<file path="config.mk">
export PLATFORM = sky130hd
export DESIGN_NAME = text_to_unsigned_parser
export DESIGN_NICKNAME = d
export VERILOG_FILES = /design/src/hdl/ttup_pkg.sv /design/src/hdl/ttup_core.sv /design/src/hdl/text_to_unsigned_parser.sv
export VERILOG_INCLUDE_DIRS = /design/src /design/src/hdl
export SDC_FILE = /design/constraint.sdc
export NUM_CORES = 1
export LEC_CHECK = 0
export BUFFER_PORTS_ARGS = -buffer_cell sky130_fd_sc_hd__buf_2
export CAP_MARGIN = 20
export CORE_ASPECT_RATIO = 0.9
export CORE_MARGIN = 5
export CORE_UTILIZATION = 55
export CTS_CLUSTER_SIZE = 20
export DETAILED_ROUTE_END_ITERATION = 10
export GPL_ROUTABILITY_DRIVEN = 1
export PLACE_DENSITY_LB_ADDON = 0.12
export SLEW_MARGIN = 20
export SYNTH_ARGS = -nofsm -noshare
export SYNTH_HDL_FRONTEND = slang
export SYNTH_HIERARCHICAL = 1
export SYNTH_SLANG_ARGS = --single-unit
</file>
<file path="constraint.sdc">
create_clock -name i_clk -period 7.14 [get_ports i_clk]
set_input_delay 0 -clock i_clk [delete_from_list [all_inputs] [get_ports i_clk]]
set_output_delay 0 -clock i_clk [all_outputs]
set_load 0.01 [all_outputs]
</file>
<file path="src/hdl/text_to_unsigned_parser_assert.svh">
// ----------------------------------------------------------------------------
// Assertion macros for the text_to_unsigned_parser block
// Concurrent checks on i_clk; compiled out when SYNTH is defined.
// ----------------------------------------------------------------------------
`ifndef TEXT_TO_UNSIGNED_PARSER_ASSERT_SVH
`define TEXT_TO_UNSIGNED_PARSER_ASSERT_SVH

`ifndef SYNTH
// checked outside reset
`define TTUP_ASSERT(lbl, prop) \
    lbl: assert property (@(posedge i_clk) disable iff (!i_rst_n) prop) \
        else $error("%m: assertion failed");
// checked in every cycle, reset included
`define TTUP_ASSERT_ALWAYS(lbl, prop) \
    lbl: assert property (@(posedge i_clk) prop) \
        else $error("%m: assertion failed");
`else
`define TTUP_ASSERT(lbl, prop)
`define TTUP_ASSERT_ALWAYS(lbl, prop)
`endif

`endif

</file>
<file path="src/hdl/ttup_pkg.sv">
// ----------------------------------------------------------------------------
// ttup_pkg
// Types, codes and character helpers shared by the unsigned number parser.
// ----------------------------------------------------------------------------
package ttup_pkg;

    typedef enum logic [2:0] {
        PH_IDLE,
        PH_SPACE,
        PH_SIGNED,
        PH_ZERO,
        PH_DIGITS
    } t_phase;

    localparam int BASE_W     = 6;
    localparam int STATUS_W   = 2;
    localparam int CFG_IDX_W  = 2;
    localparam int CFG_DATA_W = 8;

    localparam logic [STATUS_W-1:0] ST_OK       = 2'd0;
    localparam logic [STATUS_W-1:0] ST_REFUSED  = 2'd1;
    localparam logic [STATUS_W-1:0] ST_OVERFLOW = 2'd2;

    localparam logic [CFG_IDX_W-1:0] CFG_NUMBER_BASE  = 2'd0;
    localparam logic [CFG_IDX_W-1:0] CFG_ALLOW_PREFIX = 2'd1;

    localparam logic [BASE_W-1:0] BASE_OCT = 6'd8;
    localparam logic [BASE_W-1:0] BASE_DEC = 6'd10;
    localparam logic [BASE_W-1:0] BASE_HEX = 6'd16;

    localparam logic [7:0] CH_TAB   = 8'h09;
    localparam logic [7:0] CH_CR    = 8'h0D;
    localparam logic [7:0] CH_SPACE = 8'h20;
    localparam logic [7:0] CH_PLUS  = 8'h2B;
    localparam logic [7:0] CH_MINUS = 8'h2D;
    localparam logic [7:0] CH_ZERO  = 8'h30;
    localparam logic [7:0] CH_NINE  = 8'h39;
    localparam logic [7:0] CH_UP_A  = 8'h41;
    localparam logic [7:0] CH_UP_X  = 8'h58;
    localparam logic [7:0] CH_UP_Z  = 8'h5A;
    localparam logic [7:0] CH_LO_A  = 8'h61;
    localparam logic [7:0] CH_LO_X  = 8'h78;
    localparam logic [7:0] CH_LO_Z  = 8'h7A;
    localparam logic [7:0] DIGIT_NONE = 8'hFF;

    typedef struct packed {
        logic                emit;
        logic [STATUS_W-1:0] status;
        logic                digits_seen;
    } t_result_info;

    // digit value of a character, DIGIT_NONE when it is no digit at all
    function automatic logic [7:0] digit_value(input logic [7:0] c);
        logic [7:0] d;
        d = DIGIT_NONE;
        if (c inside {[CH_ZERO:CH_NINE]}) begin
            d = c - CH_ZERO;
        end else if (c inside {[CH_UP_A:CH_UP_Z]}) begin
            d = c - CH_UP_A + 8'd10;
        end else if (c inside {[CH_LO_A:CH_LO_Z]}) begin
            d = c - CH_LO_A + 8'd10;
        end
        return d;
    endfunction

    function automatic logic is_space(input logic [7:0] c);
        return (c inside {[CH_TAB:CH_CR], CH_SPACE});
    endfunction

endpackage

</file>
<file path="src/hdl/ttup_core.sv">
// ----------------------------------------------------------------------------
// ttup_core
// Parse state and the per-character step: one multiply-add by the base.
// ----------------------------------------------------------------------------
module ttup_core
    import ttup_pkg::*;
#(
    parameter int VALUE_WIDTH  = 64,
    parameter int OFFSET_WIDTH = 16
) (
    input  logic                    i_clk,
    input  logic                    i_rst_n,
    input  logic                    i_step,
    input  logic [7:0]              i_ch,
    input  logic                    i_first,
    input  logic [BASE_W-1:0]       i_number_base,
    input  logic                    i_allow_prefix,
    output t_result_info            o_info,
    output logic [VALUE_WIDTH-1:0]  o_value,
    output logic [OFFSET_WIDTH-1:0] o_offset
);

    localparam int PROD_W = VALUE_WIDTH + BASE_W + 1;

    t_phase                  r_phase, n_phase;
    logic [VALUE_WIDTH-1:0]  r_acc, n_acc;
    logic                    r_ovf, n_ovf;
    logic                    r_any, n_any;
    logic                    r_neg, n_neg;
    logic [BASE_W-1:0]       r_base, n_base;
    logic [OFFSET_WIDTH-1:0] r_pos, n_pos;

    // state as seen by this character (a first character restarts the parse)
    t_phase                  e_phase;
    logic [VALUE_WIDTH-1:0]  e_acc;
    logic                    e_ovf, e_any, e_neg;
    logic [BASE_W-1:0]       e_base;
    logic [OFFSET_WIDTH-1:0] e_pos;

    logic              start, feed, refuse, dig_ok, accept, stop;
    logic [BASE_W-1:0] base_f;
    logic              any_f, neg_f;
    logic [7:0]        dval;
    logic [PROD_W-1:0] prod;
    logic              prod_ovf;

    always_comb begin
        if (i_first) begin
            e_phase = PH_SPACE;
            e_acc   = '0;
            e_ovf   = 1'b0;
            e_any   = 1'b0;
            e_neg   = 1'b0;
            e_base  = i_number_base;
            e_pos   = '0;
        end else begin
            e_phase = r_phase;
            e_acc   = r_acc;
            e_ovf   = r_ovf;
            e_any   = r_any;
            e_neg   = r_neg;
            e_base  = r_base;
            e_pos   = r_pos;
        end
    end

    assign dval     = digit_value(i_ch);
    assign prod     = (PROD_W'(e_acc) * PROD_W'(base_f)) + PROD_W'(dval[BASE_W-1:0]);
    assign prod_ovf = |prod[PROD_W-1:VALUE_WIDTH];

    // next state
    always_comb begin
        n_phase = e_phase;
        base_f  = e_base;
        any_f   = e_any;
        neg_f   = e_neg;
        start   = 1'b0;
        feed    = 1'b0;
        refuse  = 1'b0;
        case (e_phase)
            PH_IDLE: begin
            end
            PH_SPACE: begin
                if (is_space(i_ch)) begin
                end else if (e_base == '0 && !i_allow_prefix) begin
                    refuse = 1'b1;
                end else if (i_ch == CH_MINUS || i_ch == CH_PLUS) begin
                    if (!i_allow_prefix) begin
                        refuse = 1'b1;
                    end else begin
                        neg_f   = (i_ch == CH_MINUS);
                        n_phase = PH_SIGNED;
                    end
                end else begin
                    start = 1'b1;
                end
            end
            PH_SIGNED: begin
                start = 1'b1;
            end
            PH_ZERO: begin
                if (i_ch == CH_LO_X || i_ch == CH_UP_X) begin
                    if (!i_allow_prefix) begin
                        refuse = 1'b1;
                    end else begin
                        base_f  = BASE_HEX;
                        n_phase = PH_DIGITS;
                    end
                end else begin
                    // the leading zero counts as a digit; accumulator is still zero
                    if (e_base == '0) begin
                        base_f = BASE_OCT;
                    end
                    any_f   = 1'b1;
                    n_phase = PH_DIGITS;
                    feed    = 1'b1;
                end
            end
            PH_DIGITS: begin
                feed = 1'b1;
            end
            default: begin
                n_phase = PH_IDLE;
            end
        endcase

        if (start) begin
            if ((e_base == '0 || e_base == BASE_HEX) && i_ch == CH_ZERO) begin
                n_phase = PH_ZERO;
            end else begin
                if (e_base == '0) begin
                    base_f = BASE_DEC;
                end
                n_phase = PH_DIGITS;
                feed    = 1'b1;
            end
        end

        dig_ok = (base_f != '0) && (dval < {2'b00, base_f});
        accept = feed && dig_ok;
        stop   = feed && !dig_ok;
        if (refuse || stop) begin
            n_phase = PH_IDLE;
        end

        n_base = base_f;
        n_neg  = neg_f;
        n_any  = any_f || accept;
        n_acc  = e_acc;
        n_ovf  = e_ovf;
        if (accept) begin
            if (e_ovf || prod_ovf) begin
                n_ovf = 1'b1;
            end else begin
                n_acc = prod[VALUE_WIDTH-1:0];
            end
        end
        n_pos = (e_phase != PH_IDLE && e_pos != '1) ? e_pos + OFFSET_WIDTH'(1) : e_pos;
    end

    // outputs
    always_comb begin
        o_info.emit = refuse || stop;
        if (refuse) begin
            o_info.status      = ST_REFUSED;
            o_info.digits_seen = 1'b0;
            o_value            = '0;
            o_offset           = '0;
        end else if (e_ovf) begin
            o_info.status      = ST_OVERFLOW;
            o_info.digits_seen = 1'b1;
            o_value            = '1;
            o_offset           = e_pos;
        end else begin
            o_info.status      = ST_OK;
            o_info.digits_seen = any_f;
            o_value            = neg_f ? (VALUE_WIDTH'(0) - e_acc) : e_acc;
            o_offset           = any_f ? e_pos : '0;
        end
    end

    always_ff @(posedge i_clk) begin
        if (!i_rst_n) begin
            r_phase <= PH_IDLE;
            r_acc   <= '0;
            r_ovf   <= 1'b0;
            r_any   <= 1'b0;
            r_neg   <= 1'b0;
            r_base  <= '0;
            r_pos   <= '0;
        end else if (i_step) begin
            r_phase <= n_phase;
            r_acc   <= n_acc;
            r_ovf   <= n_ovf;
            r_any   <= n_any;
            r_neg   <= n_neg;
            r_base  <= n_base;
            r_pos   <= n_pos;
        end
    end

endmodule

</file>
<file path="src/hdl/text_to_unsigned_parser.sv">
// ----------------------------------------------------------------------------
// text_to_unsigned_parser
// Streaming character-to-unsigned-integer parser, one character per word.
// ----------------------------------------------------------------------------
// Input stream: tdata carries one character, tuser marks the first character
// of a string; a first character drops any parse still in progress.
// Output stream: one word per finished string, carrying value and end offset
// in tdata, status and digits-seen flag in tuser. Characters outside a string
// (after a result, before the next first) produce nothing.
// Config channel: index 0 sets the number base (0 = detect), index 1 the
// prefix permission. Write only while the parser is idle; always ready.
// Result path: the terminating character is taken into the input register,
// its result word into the result register, which drives the master side.
// Throughput: one character per cycle unless the master side stalls; the
// per-character step is a single multiply-add of the accumulator by the
// base plus a carry-out check.
// Reset: config returns to base 10 with prefixes allowed, parse state idle,
// both registers empty.
// A stalled master side holds its word; the input register then fills and
// s_tready drops until the result word is taken.
// ----------------------------------------------------------------------------
`include "text_to_unsigned_parser_assert.svh"

module text_to_unsigned_parser
    import ttup_pkg::*;
#(
    parameter int VALUE_WIDTH  = 64,
    parameter int OFFSET_WIDTH = 16
) (
    input  logic                  i_clk,
    input  logic                  i_rst_n,
    input  logic                  i_s_tvalid,
    output logic                  o_s_tready,
    input  logic [7:0]            i_s_tdata,   // [7:0] ch
    input  logic [0:0]            i_s_tuser,   // [0] first
    output logic                  o_m_tvalid,
    input  logic                  i_m_tready,
    // value (low VALUE_WIDTH bits), then end_offset, zero padded to bytes
    output logic [((VALUE_WIDTH+OFFSET_WIDTH+7)/8)*8-1:0] o_m_tdata,
    output logic [STATUS_W:0]     o_m_tuser,   // [1:0] status, [2] digits_seen
    input  logic                  i_cfg_valid,
    output logic                  o_cfg_ready,
    input  logic [CFG_IDX_W-1:0]  i_cfg_index,
    input  logic [CFG_DATA_W-1:0] i_cfg_data
);

    localparam int DATA_W = ((VALUE_WIDTH + OFFSET_WIDTH + 7) / 8) * 8;

    logic [BASE_W-1:0] r_number_base;
    logic              r_allow_prefix;

    logic       r_in_valid;
    logic [7:0] r_in_ch;
    logic       r_in_first;

    logic              r_out_valid;
    logic [DATA_W-1:0] r_out_data;
    logic [STATUS_W:0] r_out_user;

    logic                    advance;
    t_result_info            info;
    logic [VALUE_WIDTH-1:0]  res_value;
    logic [OFFSET_WIDTH-1:0] res_offset;

    assign o_cfg_ready = 1'b1;

    always_ff @(posedge i_clk) begin
        if (!i_rst_n) begin
            r_number_base  <= BASE_DEC;
            r_allow_prefix <= 1'b1;
        end else if (i_cfg_valid) begin
            if (i_cfg_index == CFG_NUMBER_BASE) begin
                r_number_base <= i_cfg_data[BASE_W-1:0];
            end else if (i_cfg_index == CFG_ALLOW_PREFIX) begin
                r_allow_prefix <= i_cfg_data[0];
            end
        end
    end

    // the step runs when the result register is free or being drained
    assign advance    = r_in_valid && (!r_out_valid || i_m_tready);
    assign o_s_tready = !r_in_valid || advance;

    always_ff @(posedge i_clk) begin
        if (!i_rst_n) begin
            r_in_valid <= 1'b0;
        end else if (o_s_tready) begin
            r_in_valid <= i_s_tvalid;
        end
    end

    always_ff @(posedge i_clk) begin
        if (o_s_tready && i_s_tvalid) begin
            r_in_ch    <= i_s_tdata;
            r_in_first <= i_s_tuser[0];
        end
    end

    ttup_core #(
        .VALUE_WIDTH  (VALUE_WIDTH),
        .OFFSET_WIDTH (OFFSET_WIDTH)
    ) u_core (
        .i_clk          (i_clk),
        .i_rst_n        (i_rst_n),
        .i_step         (advance),
        .i_ch           (r_in_ch),
        .i_first        (r_in_first),
        .i_number_base  (r_number_base),
        .i_allow_prefix (r_allow_prefix),
        .o_info         (info),
        .o_value        (res_value),
        .o_offset       (res_offset)
    );

    always_ff @(posedge i_clk) begin
        if (!i_rst_n) begin
            r_out_valid <= 1'b0;
        end else if (advance) begin
            r_out_valid <= info.emit;
        end else if (i_m_tready) begin
            r_out_valid <= 1'b0;
        end
    end

    always_ff @(posedge i_clk) begin
        if (advance && info.emit) begin
            r_out_data <= DATA_W'({res_offset, res_value});
            r_out_user <= {info.digits_seen, info.status};
        end
    end

    assign o_m_tvalid = r_out_valid;
    assign o_m_tdata  = r_out_data;
    assign o_m_tuser  = r_out_user;

    `TTUP_ASSERT(a_refused_word_clear,
        (o_m_tvalid && o_m_tuser[STATUS_W-1:0] == ST_REFUSED) |->
            (o_m_tdata == '0 && !o_m_tuser[STATUS_W]))
    `TTUP_ASSERT(a_overflow_all_ones,
        (o_m_tvalid && o_m_tuser[STATUS_W-1:0] == ST_OVERFLOW) |->
            (o_m_tdata[VALUE_WIDTH-1:0] == '1 && o_m_tuser[STATUS_W]))
    `TTUP_ASSERT(a_no_digits_no_offset,
        (o_m_tvalid && !o_m_tuser[STATUS_W]) |->
            (r_out_data[VALUE_WIDTH +: OFFSET_WIDTH] == '0))
    `TTUP_ASSERT(a_step_only_with_room,
        advance |-> (r_in_valid && (!r_out_valid || i_m_tready)))
    `TTUP_ASSERT_ALWAYS(a_reset_empties,
        !i_rst_n |=> (!r_in_valid && !r_out_valid))

endmodule
</file>
; ---- After elaboration in Yosys (flattened, before gate mapping)
; Index checks and enable logic that the tools add are counted.
[word_totals]
ff_bits = 193
inputBits = 24
out_inout_bits = 86
wordCells = 143
[op_classes]
n_addsub = 8
mul = 1
order_cmp = 9
eq_ne = 13
n_mux = 60
n_bitwise = 1
reduce_logical = 36
[op_table]
columns = cell, count
row1 = $mux 64, 5
row2 = $add 70x6->71, 1
row3 = $mul 64x6->70, 1
row4 = $mux 16, 4
row5 = $sub 1x64->64 const A, 1
row6 = $mux 6, 8
row7 = $mux 3, 11
row8 = $eq 8x6->1 const B, 4
row9 = $mux 1, 25
row10 = $mux 8, 3
row11 = $add 16x1->16 const B, 1
row12 = $add 8x4->8 const B, 2
row13 = $eq 8x7->1 const B, 2
row14 = $ge 8x7->1 const B, 2
row15 = $le 8x7->1 const B, 2
row16 = $ne 16x16->1 const B, 1
row17 = $sub 8x7->8 const B, 2
row18 = $logic_and 1x1->1, 13
row19 = $pmux 3 s3, 1
row20 = $ge 8x4->1 const B, 1
row21 = $ge 8x6->1 const B, 1
row22 = $le 8x4->1 const B, 1
row23 = $le 8x6->1 const B, 1
row24 = $logic_or 1x1->1, 8
row25 = 20 further kinds, 27

; ---- Longest topological paths before layout
; Gate-level depths: netlist (run 1).
[depth]
ltp_word = 14
depth_mapped = 34
mapped_depth_nobuf = 29

; ---- Hierarchy
; The synthesis (run 1) kept the hierarchy.
[by_module_without_submodules]
columns = mod, n_inst, cells_per_inst, area_per_inst_um2, seq_area_each_um2
row1 = ttup_core, 1, 2504, 19553.8, 1841.8
row2 = text_to_unsigned_parser, 1, 136, 3178.0, 2942.8

; ---- Least setup slack after synthesis (run 1)
; OpenSTA, ideal clock, no wires.
[synth_timing]
path_type = register to register
from = register r_in_first
to = register u_core.r_acc[18]
setup_ns = 0.117
t_arrival_ns = 7.709
required_time_ns = 7.023
slack_ns = -0.686
stages_incl_launch_ff = 32
n_path_buf = 8
cell_sequence = edfxtp_1 > buf_1 > buf_2 > buf_1 > buf_1 > mux2i_1 > or2_2 > clkbuf_1 > buf_1 > nor2_1 > fa_1 > inv_1 > fa_1 > inv_1 > fa_1 > inv_1 > fa_1 > inv_1 > ha_1 > a21oi_1 > o211ai_1 > a32oi_1 > a31oi_1 > o41ai_2 > mux2_2 > nand3b_1 > nand4b_2 > nor4_4 > o31ai_2 > buf_6 > buf_6 > a22o_1
[synth_via]
elab_chain_len = 14
word_cells_on_any_way = 36
cone_classes = add/sub: 1 / mul: 1 / order compare: 1 / eq/ne: 5 / mux: 19 / reduce/logical: 9
[synth_lines]
columns = item, line
row1 = "start, declared", text_to_unsigned_parser.sv:54  ; logic r_in_first;
row2 = "start signal, assigned", text_to_unsigned_parser.sv:95  ; r_in_first <= i_s_tuser[0];
row3 = $mux 6, ttup_core.sv:48  ; if (i_first) begin
row4 = $logic_not 6->1, -
row5 = $mux 6, ttup_core.sv:111  ; if (e_base == '0) begin
row6 = $mux 6, ttup_core.sv:102  ; if (i_ch == CH_LO_X || i_ch == CH_UP_X) begin
row7 = $mux 6, ttup_core.sv:80  ; case (e_phase)
row8 = $mux 6, ttup_core.sv:131  ; if (e_base == '0) begin
row9 = $mux 6, ttup_core.sv:128  ; if ((e_base == '0 || e_base == BASE_HEX) && i_ch == CH_ZERO) begin
row10 = $mux 6, ttup_core.sv:127  ; if (start) begin
row11 = $mul 64x6->70, ttup_core.sv:68  ; assign prod = (PROD_W'(e_acc) * PROD_W'(base_f)) + PROD_W'(dval[BASE_W-1:0]);
row12 = $add 70x6->71, ttup_core.sv:68
row13 = $reduce_or 7->1, ttup_core.sv:69  ; assign prod_ovf = |prod[PROD_W-1:VALUE_WIDTH];
row14 = $logic_or 1x1->1, ttup_core.sv:152  ; if (e_ovf || prod_ovf) begin
row15 = $mux 64, ttup_core.sv:152
row16 = $mux 64 *, ttup_core.sv:151  ; if (accept) begin
row17 = "end signal, assigned", ttup_core.sv:193  ; r_acc <= n_acc;
row18 = "end, declared", ttup_core.sv:26  ; logic [VALUE_WIDTH-1:0] r_acc, n_acc;
; Mark *: on every way between the ends. The rest lies on a longest branch, timed or not.
; A chain may end at the register's enable or synchronous reset.

; ---- Worst setup path in the final report (run 1)
[layout_timing]
from = register r_in_ch[0]
to = register u_core.r_acc[21]
[layout_via]
elab_chain_len = 13
word_cells_on_any_way = 53
cone_classes = add/sub: 6 / mul: 1 / order compare: 9 / eq/ne: 6 / mux: 18 / reduce/logical: 13
[layout_lines]
columns = item, line
row1 = "start, declared", text_to_unsigned_parser.sv:53  ; logic [7:0] r_in_ch;
row2 = "start signal, assigned", text_to_unsigned_parser.sv:94  ; r_in_ch <= i_s_tdata;
row3 = "parallel branches: the longest is 12 deep, another holds $add 70x6->71", -
row4 = $mux 64 *, ttup_core.sv:151
; Every way passes the cells marked *.

==> results by group, run 1 <==
Outcome
  – Outcome: finished with violations
  – Violations in the final reports: setup timing

Route
  – Final WL: 76,200 um
  – Routed vias: 22,000
  – Post-route antenna net violation count: 0
  – Vias per cell: 6.14
  – Initial DRC count: 2,220
  – Detail-routed net length per standard cell: 21.3 um
  – Drt pass-1 iters: 6
  – Final routed DRC violation total: 0

Finish
  – Final design utilization: 68.6%
  – Share of cells above drive strength 1: 21.7%
  – ANT cells: 0
  – Fin nets: 3,474
  – Layout-stage area growth over the synthesis result: 22.8%

CTS
  – Master cell of the clock root buffer: sky130_fd_sc_hd__clkbuf_16
  – Clock Tree Buf Depth: 2
  – Later-pin clock latency in the skew report: 480 ps
  – CTS tree: built
  – TritonCTS buffer count: 17
  – Number of sinks handled by clock tree synthesis: 193
  – Number of levels in the clock H-tree: 4
  – Clk slew on worst S/H paths: 90 ps

Placed design
  – Setup slack after placement: -411 ps
  – Final RePlAce weighted congestion: 0.992
  – Dpl hpwl: 60,400 um
  – Port Buf Inserts: 106

Worst setup path
  – Critical Setup Path Class: flip-flop to flip-flop
  – Crit. Startpoint: r_in_ch[0]
  – Start of the worst register-to-register path: r_in_ch[0]
  – CP Capture Point: u_core/r_acc[21]
  – Stage delay of the slowest cell on the critical path: 530 ps
  – Signal arrival time at the worst endpoint: 7760 ps
  – Register-to-register path setup slack: -260 ps
  – Worst Reg-to-Reg Cells: 29
  – Req. time, crit path: 7500 ps
  – Largest fanout of any net on the critical path: 29
  – End of the worst register-to-register path: u_core/r_acc[21]
  – Kind of launch point of the worst setup path: flip-flop
  – Endpoint class of the critical path: flip-flop
  – Crit path top cell by count: sky130_fd_sc_hd__fa_1
  – Slowest-stage cell, CP: sky130_fd_sc_hd__fa_1

Timing
  – Slew at the pin closest to its max-slew limit: 775 ps
  – Largest clock skew in the final design: 22.2 ps
  – Highest clock rate: 0.135 GHz
  – Worst max-slew margin expressed relative to the limit: 47.7%
  – Fin crit period: 7400 ps
  – Post-route worst setup slack: -261 ps
  – Final Hold Viols: 0
  – Max-slew violation count: 0
  – Setup TNS Final: -10,230 ps
  – Number of failing setup endpoints in the final timing report: 54
  – Setup repair after global routing missed its margin: true
  – Period Utilization, post-route: 104%

Yosys
  – Post-synthesis instance area: 22,700 um^2
  – Post-synthesis compound-gate area fraction: 16.8%
  – Post-Syn Instances: 2,640
  – XOR/XNOR Fraction of Synth Area: 4.24%
  – Portion of netlist area occupied by mux cells: 1.08%
  – Dominant combinational cell family by area after synthesis: adder cells
  – Ys async rst share: 0%
  – Post-synthesis share of cell area spent on full adders, half adders and majority gates: 31.4%
  – Main synth FF type: sky130_fd_sc_hd__dfxtp_1
  – Sequential area share after synthesis: 21.0%
  – Distinct cell type count after synthesis: 96
  – Count of flip-flops with a built-in enable after synthesis: 92
  – Number of synthesized register bits: 193
  – Synthesized area per cell: 8.61 um^2
  – Yosys warning total: 6
  – Simple-gate area share of the yosys netlist: 21.1%
  – Synthesized netlist net count: 3,083

Global route
  – Via count of the first global-routing pass: 22,300
  – Antenna violations before repair: 2
  – Largest net degree at the start of global routing: 61
  – GRT Residual Overflow: 0
  – Total Routing Usage GR: 33.3%
  – Global-route wire length before repair: 121,000 um

Die
  – Die Span X: 224 um
  – Placement Rows: 70
  – Die outline area: 45,500 um^2
  – Area of the core region: 40,700 um^2
  – Overall die height: 203 um
  – # IOs: 110
  – Initial core utilization: 55.8%

Power and ir drop
  – Power Density: 92.7 nW/um^2
  – Max rail drop VDD: 165 uV
  – Pleak: 0.0130 uW

Worst hold path
  – Class of the worst hold path: primary input to flip-flop

Run
  – MaxCap Viol Count: 0
==> registers in the layout, summed over array words and instances (netlist names), 3 cells and up <==
register / flops
o_m_tdata: 80
o_m_tuser: 3
u_core/r_acc: 64
u_core/r_base: 6
r_in_ch: 8
u_core/r_pos: 16
r_number_base: 6
u_core/r_phase: 3
==> where the power goes <==
group	switching (uW)	internal (uW)
clock	523	474
combinational	246	148
sequential	12.3	1190
==> Yosys cell counts, drive strengths merged, types with 22 or more instances <==
library cell  count  share of area [%]
a21o             29               0.96
a21oi           194                4.3
a22o             35                1.3
a31oi            29               0.80
and2             34               0.94
buf              45                1.1
clkbuf          114                1.9
dfxtp           101                8.9
edfxtp           92                 12
fa              252                 22
ha              167                9.2
inv              80                1.3
nand2           232                3.8
nand3            59                1.3
nand4            44                1.2
nor2            528                8.7
nor3             33               0.73
nor4             23               0.79
o211ai           22               0.73
o21ai           119                2.6
xnor2            59                2.3
xor2             51                2.0
==> critical path, delay by kind of cell (launching register included) <==
kind	cells	cell delay, ps
buffers and inverters	6	970
adder cells (fa/ha/maj)	6	2300
AO/OA/AOI/OAI	12	2220
AND/OR/NAND/NOR	5	1220
flip-flops	1	470
==> layout make-up <==
type                       instances  area [um^2]
clock buffer                      18          429
clock inverter                    14          161
fill                            3360        12800
inverter                          80          303
multi-input combinational       2208        17500
sequential                       193         4780
tap                              540          676
timing repair buffer             531         4080
==> how the worst min path moves through the flow <==
stage	from	endpoint	slack, ps	cells past startpoint
floorplan	i_s_tdata[0]	r_in_ch[0]	100	0
global placement	i_s_tdata[6]	r_in_ch[6]	180	1
detailed placement	i_s_tdata[5]	r_in_ch[5]	180	1
CTS	i_rst_n	u_core/r_base[2]	120	3
global route	i_rst_n	u_core/r_base[2]	160	3
finish	i_rst_n	u_core/r_base[2]	140	3
==> cell families after synthesis <==
group,Yosys count
simple gates,1063
compound gates,591
fa+ha+maj,419
buf+inv,239
flops,193
xor+xnor,110
mux,24
other cells,1
==> metrics by stage <==
| step | total power, uW | cell area (um^2) | cells | hold WS [ps] |
|---|---|---|---|---|
| floorplan | 1420 | 22900 | 2640 | 98.9 |
| global placement | 1580 | 26500 | 3511 | 177 |
| detailed placement | 1580 | 26500 | 3511 | 181 |
| CTS | 2580 | 27700 | 3578 | 115 |
| finish | 2590 | 27900 | 3584 | 142 |
| global route | 2670 | 27900 | 3584 | 158 |
==> routing by layer <==
metal | global-route usage [%] | routed length, um | vias to the layer above
met5 | 0 | 27 | -
met4 | 10.6 | 2230 | 4
met3 | 5.57 | 6660 | 169
met2 | 52.8 | 34700 | 1060
met1 | 47.0 | 32600 | 10700
li1 | - | - | 10000
==> layout by cell type, fill, tap and decap left out, drive strengths merged, types with 15 or more instances in the layout <==
| cell type | instances |
|---|---|
| edfxtp | 92 |
| dlygate4sd3 | 29 |
| a21o | 29 |
| nand2 | 232 |
| nor4 | 23 |
| xor2 | 51 |
| and2 | 34 |
| ha | 167 |
| nor2 | 528 |
| o21ai | 119 |
| a21oi | 194 |
| fa | 252 |
| and3 | 20 |
| o211ai | 22 |
| nand3 | 59 |
| nor3 | 33 |
| o311ai | 15 |
| nand4 | 44 |
| o21a | 21 |
| a31oi | 29 |
| buf | 502 |
| a22o | 35 |
| mux2i | 20 |
| xnor2 | 59 |
| clkbuf | 18 |
| inv | 89 |
| dfxtp | 101 |
==> repair_timing <==
action | CTS | global route
resized for setup | 49 | 46
endpoints found under the setup margin | 65 | 65
hold buffers | 29 | 0
endpoints found under the hold margin | 18 | 0
pin swaps | 13 | 15
buffers inserted | 6 | 6
gates cloned | 0 | 0
Note: power is estimated with default switching activity, not from simulation.
==> inputs of run 2 (changes only) <==
Settings changed: BUFFER_PORTS_ARGS -buffer_cell sky130_fd_sc_hd__buf_2 to -buffer_cell sky130_fd_sc_hd__buf_4.
==> run 2 against run 1 <==
Global-route usage up 1.1 points; cell area up 4.3%; sequential power about the same; combinational power up 22%; first-iteration DRC count up 9.8%; clock-buffer cell count unchanged; the flow still finishes with violations (setup timing); clock power up 4%; critical endpoint is now u_core/r_acc[20].
==> results by group, run 2 (same netlist as run 1, synthesis figures left out) <==
Outcome
  – Outcome: finished with violations
  – Violations in the final reports: setup timing

Placed design
  – Placed standard-cell area: 26,800 um^2 (+0.98%)
  – Final RePlAce weighted congestion: 1.01 (+2.0%)
  – Dpl hpwl: 60,900 um (+0.80%)
  – Port Buf Inserts: 106 (unchanged)
  – Cell count after placement: 3,507 (-0.11%)

Route
  – Final WL: 81,400 um (+6.7%)
  – Routed vias: 22,600 (+2.6%)
  – Vias per cell: 6.26 (+1.9%)
  – Detail-routed net length per standard cell: 22.5 um (+6.0%)
  – Post-route antenna net violation count: 0 (unchanged)
  – Final routed DRC violation total: 0 (unchanged)
  – Initial DRC count: 2,437 (+9.8%)
  – Drt pass-1 iters: 6 (unchanged)

Timing
  – Setup TNS Final: -12,850 ps (-2620 ps)
  – Max-slew violation count: 0 (unchanged)
  – Fin crit period: 7440 ps (+42.0 ps)
  – Highest clock rate: 0.134 GHz (-0.56%)
  – Largest clock skew in the final design: 17.1 ps (-5.07 ps)
  – Slew at the pin closest to its max-slew limit: 904 ps (+130 ps)
  – Final Hold Viols: 0 (unchanged)
  – Worst max-slew margin expressed relative to the limit: 39.7% (-8.0 points)
  – Setup repair after global routing missed its margin: true
  – Post-route worst setup slack: -303 ps (-42.0 ps)
  – Period Utilization, post-route: 104% (+0.59 points)
  – Number of failing setup endpoints in the final timing report: 63 (+17%)

Finish
  – Most common cell after layout, fill and taps aside: sky130_fd_sc_hd__nor2_1
  – Fin nets: 3,495 (+0.60%)
  – Post-route non-filler standard cell count: 3,608 (+0.67%)
  – Top library cells by usage in the layout, fill and taps aside: sky130_fd_sc_hd__nor2_1 (492), sky130_fd_sc_hd__buf_4 (480), sky130_fd_sc_hd__fa_1 (249), sky130_fd_sc_hd__nand2_1 (223), sky130_fd_sc_hd__a21oi_1 (166)
  – Number of flip-flops under the largest register name: 80 (unchanged)
  – Share of cells above drive strength 1: 24.9% (+3.2 points)
  – Layout-stage area growth over the synthesis result: 28.1%
  – Area taken by multi-input logic gates: 18,000 um^2 (+2.8%)
  – Post-route design area: 29,100 um^2 (+4.3%)
  – Filler Cell Count: 3,111 (-7.4%)
  – Total area of sequential cells: 4780 um^2 (unchanged)

CTS
  – Number of sinks handled by clock tree synthesis: 193 (unchanged)
  – Clock Tree Buf Depth: 2 (unchanged)
  – CTS tree: built
  – Master cell of the clock root buffer: sky130_fd_sc_hd__clkbuf_16
  – Later-pin clock latency in the skew report: 470 ps (about the same)
  – Number of levels in the clock H-tree: 4 (unchanged)
  – Clk slew on worst S/H paths: 90 ps (about the same)
  – TritonCTS buffer count: 17 (unchanged)

Power and ir drop
  – Internal portion of total power: 1900 uW (+5.1%)
  – Part of the power in the clock network: 38.3% (-0.2 points)
  – Proportion of total power due to net switching: 30.2% (about the same)
  – Max rail drop VDD: 184 uV (+12%)
  – Pleak: 0.0133 uW (+2.3%)
  – Sequential share of power: 44.1% (-2.2 points)
  – Switching component of the power: 822 uW (+5.2%)
  – Power Density: 93.5 nW/um^2 (+0.83%)
  – Comb pwr share: 17.6% (+2.4 points)

Die
  – # IOs: 110 (unchanged)
  – Area of the core region: 40,700 um^2 (unchanged)
  – Overall die height: 203 um (unchanged)
  – Initial core utilization: 55.8% (unchanged)
  – Die outline area: 45,500 um^2 (unchanged)
  – Placement Rows: 70 (unchanged)
  – Die Span X: 224 um (unchanged)

Worst setup path
  – Crit path top cell by count: sky130_fd_sc_hd__fa_1
  – Kind of launch point of the worst setup path: flip-flop
  – Req. time, crit path: 7500 ps (about the same)
  – Slowest-stage cell, CP: sky130_fd_sc_hd__fa_1
  – Endpoint class of the critical path: flip-flop
  – Signal arrival time at the worst endpoint: 7800 ps (+40 ps)
  – Largest fanout of any net on the critical path: 10 (-66%)
  – Register-to-register path setup slack: -300 ps (-40 ps)
  – Critical Setup Path Class: flip-flop to flip-flop
  – Stage delay of the slowest cell on the critical path: 510 ps (-20 ps)

Run
  – MaxCap Viol Count: 0 (unchanged)

Global route
  – Total Routing Usage GR: 34.4% (+1.1 points)
  – GRT Residual Overflow: 0 (unchanged)
  – Global-route wire length before repair: 124,000 um (+2.4%)
  – Antenna violations before repair: 5 (+3)
  – Via count of the first global-routing pass: 22,600 (+1.4%)
  – Largest net degree at the start of global routing: 84 (+38%)

Worst hold path
  – Class of the worst hold path: primary input to flip-flop
==> run 2: power by group through the flow <==
stage          Combinational, uW  Sequential, uW  Clock (uW)
4_1_cts                      432            1200        1050
3_3_place_gp                 367            1220           0
5_1_grt                      497            1200        1100
2_1_floorplan                178            1240           0
6_report                     479            1200        1040
3_5_place_dp                 373            1230           0
==> run 2: routing by layer <==
layer / wire length (um) / share of wire [%] / vias up / GRT usage, %
met1: 33400 / 41 / 11000 / 48.3
met3: 8720 / 11 / 214 / 7.34
met5: 54 / 0.066 / - / 0
met4: 2770 / 3.4 / 8 / 11.1
li1: - / - / 10100 / -
met2: 36500 / 45 / 1274 / 53.4
==> run 2: what timing repair did <==
action                                 in CTS  in global routing
resized for setup                          96                113
setup buffers                              19                 13
setup endpoints to repair                  65                 65
pin swaps                                  24                 50
hold buffers                               29                  0
endpoints found under the hold margin      18                  0
gates cloned                                4                  7
==> run 2: worst paths after layout <==
| kind | to | depth (start not counted) | start |
|---|---|---|---|
| setup reg to reg | u_core/r_acc[20] | 31 | r_in_ch[0] |
| hold / removal | u_core/r_base[5] | 2 | i_rst_n |
| hold reg to reg | u_core/r_acc[60] | 2 | u_core/r_acc[60] |
| setup / recovery | u_core/r_acc[20] | 31 | r_in_ch[0] |
==> run 2: worst max-delay path, delay by kind of cell, from the launching register on <==
family | cells | cell delay (ps)
adders and majority gates | 6 | 2440
muxes | 1 | 200
and+or+nand+nor | 6 | 1120
buffers and inverters | 8 | 990
AOI/OAI and AO/OA | 10 | 2060
DFF | 1 | 490
==> run 2: cell type report <==
type,count,area share [%]
Timing Repair Buffer,552,16.3
Clock inverter,14,0.636
Tap cell,540,2.32
Multi-Input combinational cell,2208,61.8
Sequential cell,193,16.4
Clock buffer,18,1.51
Inverter,80,1.07
Antenna cell,3,0.0258
==> run 2: metrics by stage <==
stage          setup slack [ps]  util, %  total power [uW]  hold WS (ps)
3_3_place_gp               -300     65.8              1590           179
3_5_place_dp               -484     65.8              1600           183
4_1_cts                    -219     69.8              2690          5.23
2_1_floorplan              6.05        -              1420          98.9
6_report                   -303     71.5              2720          35.0
5_1_grt                    -507     71.5              2800          47.4
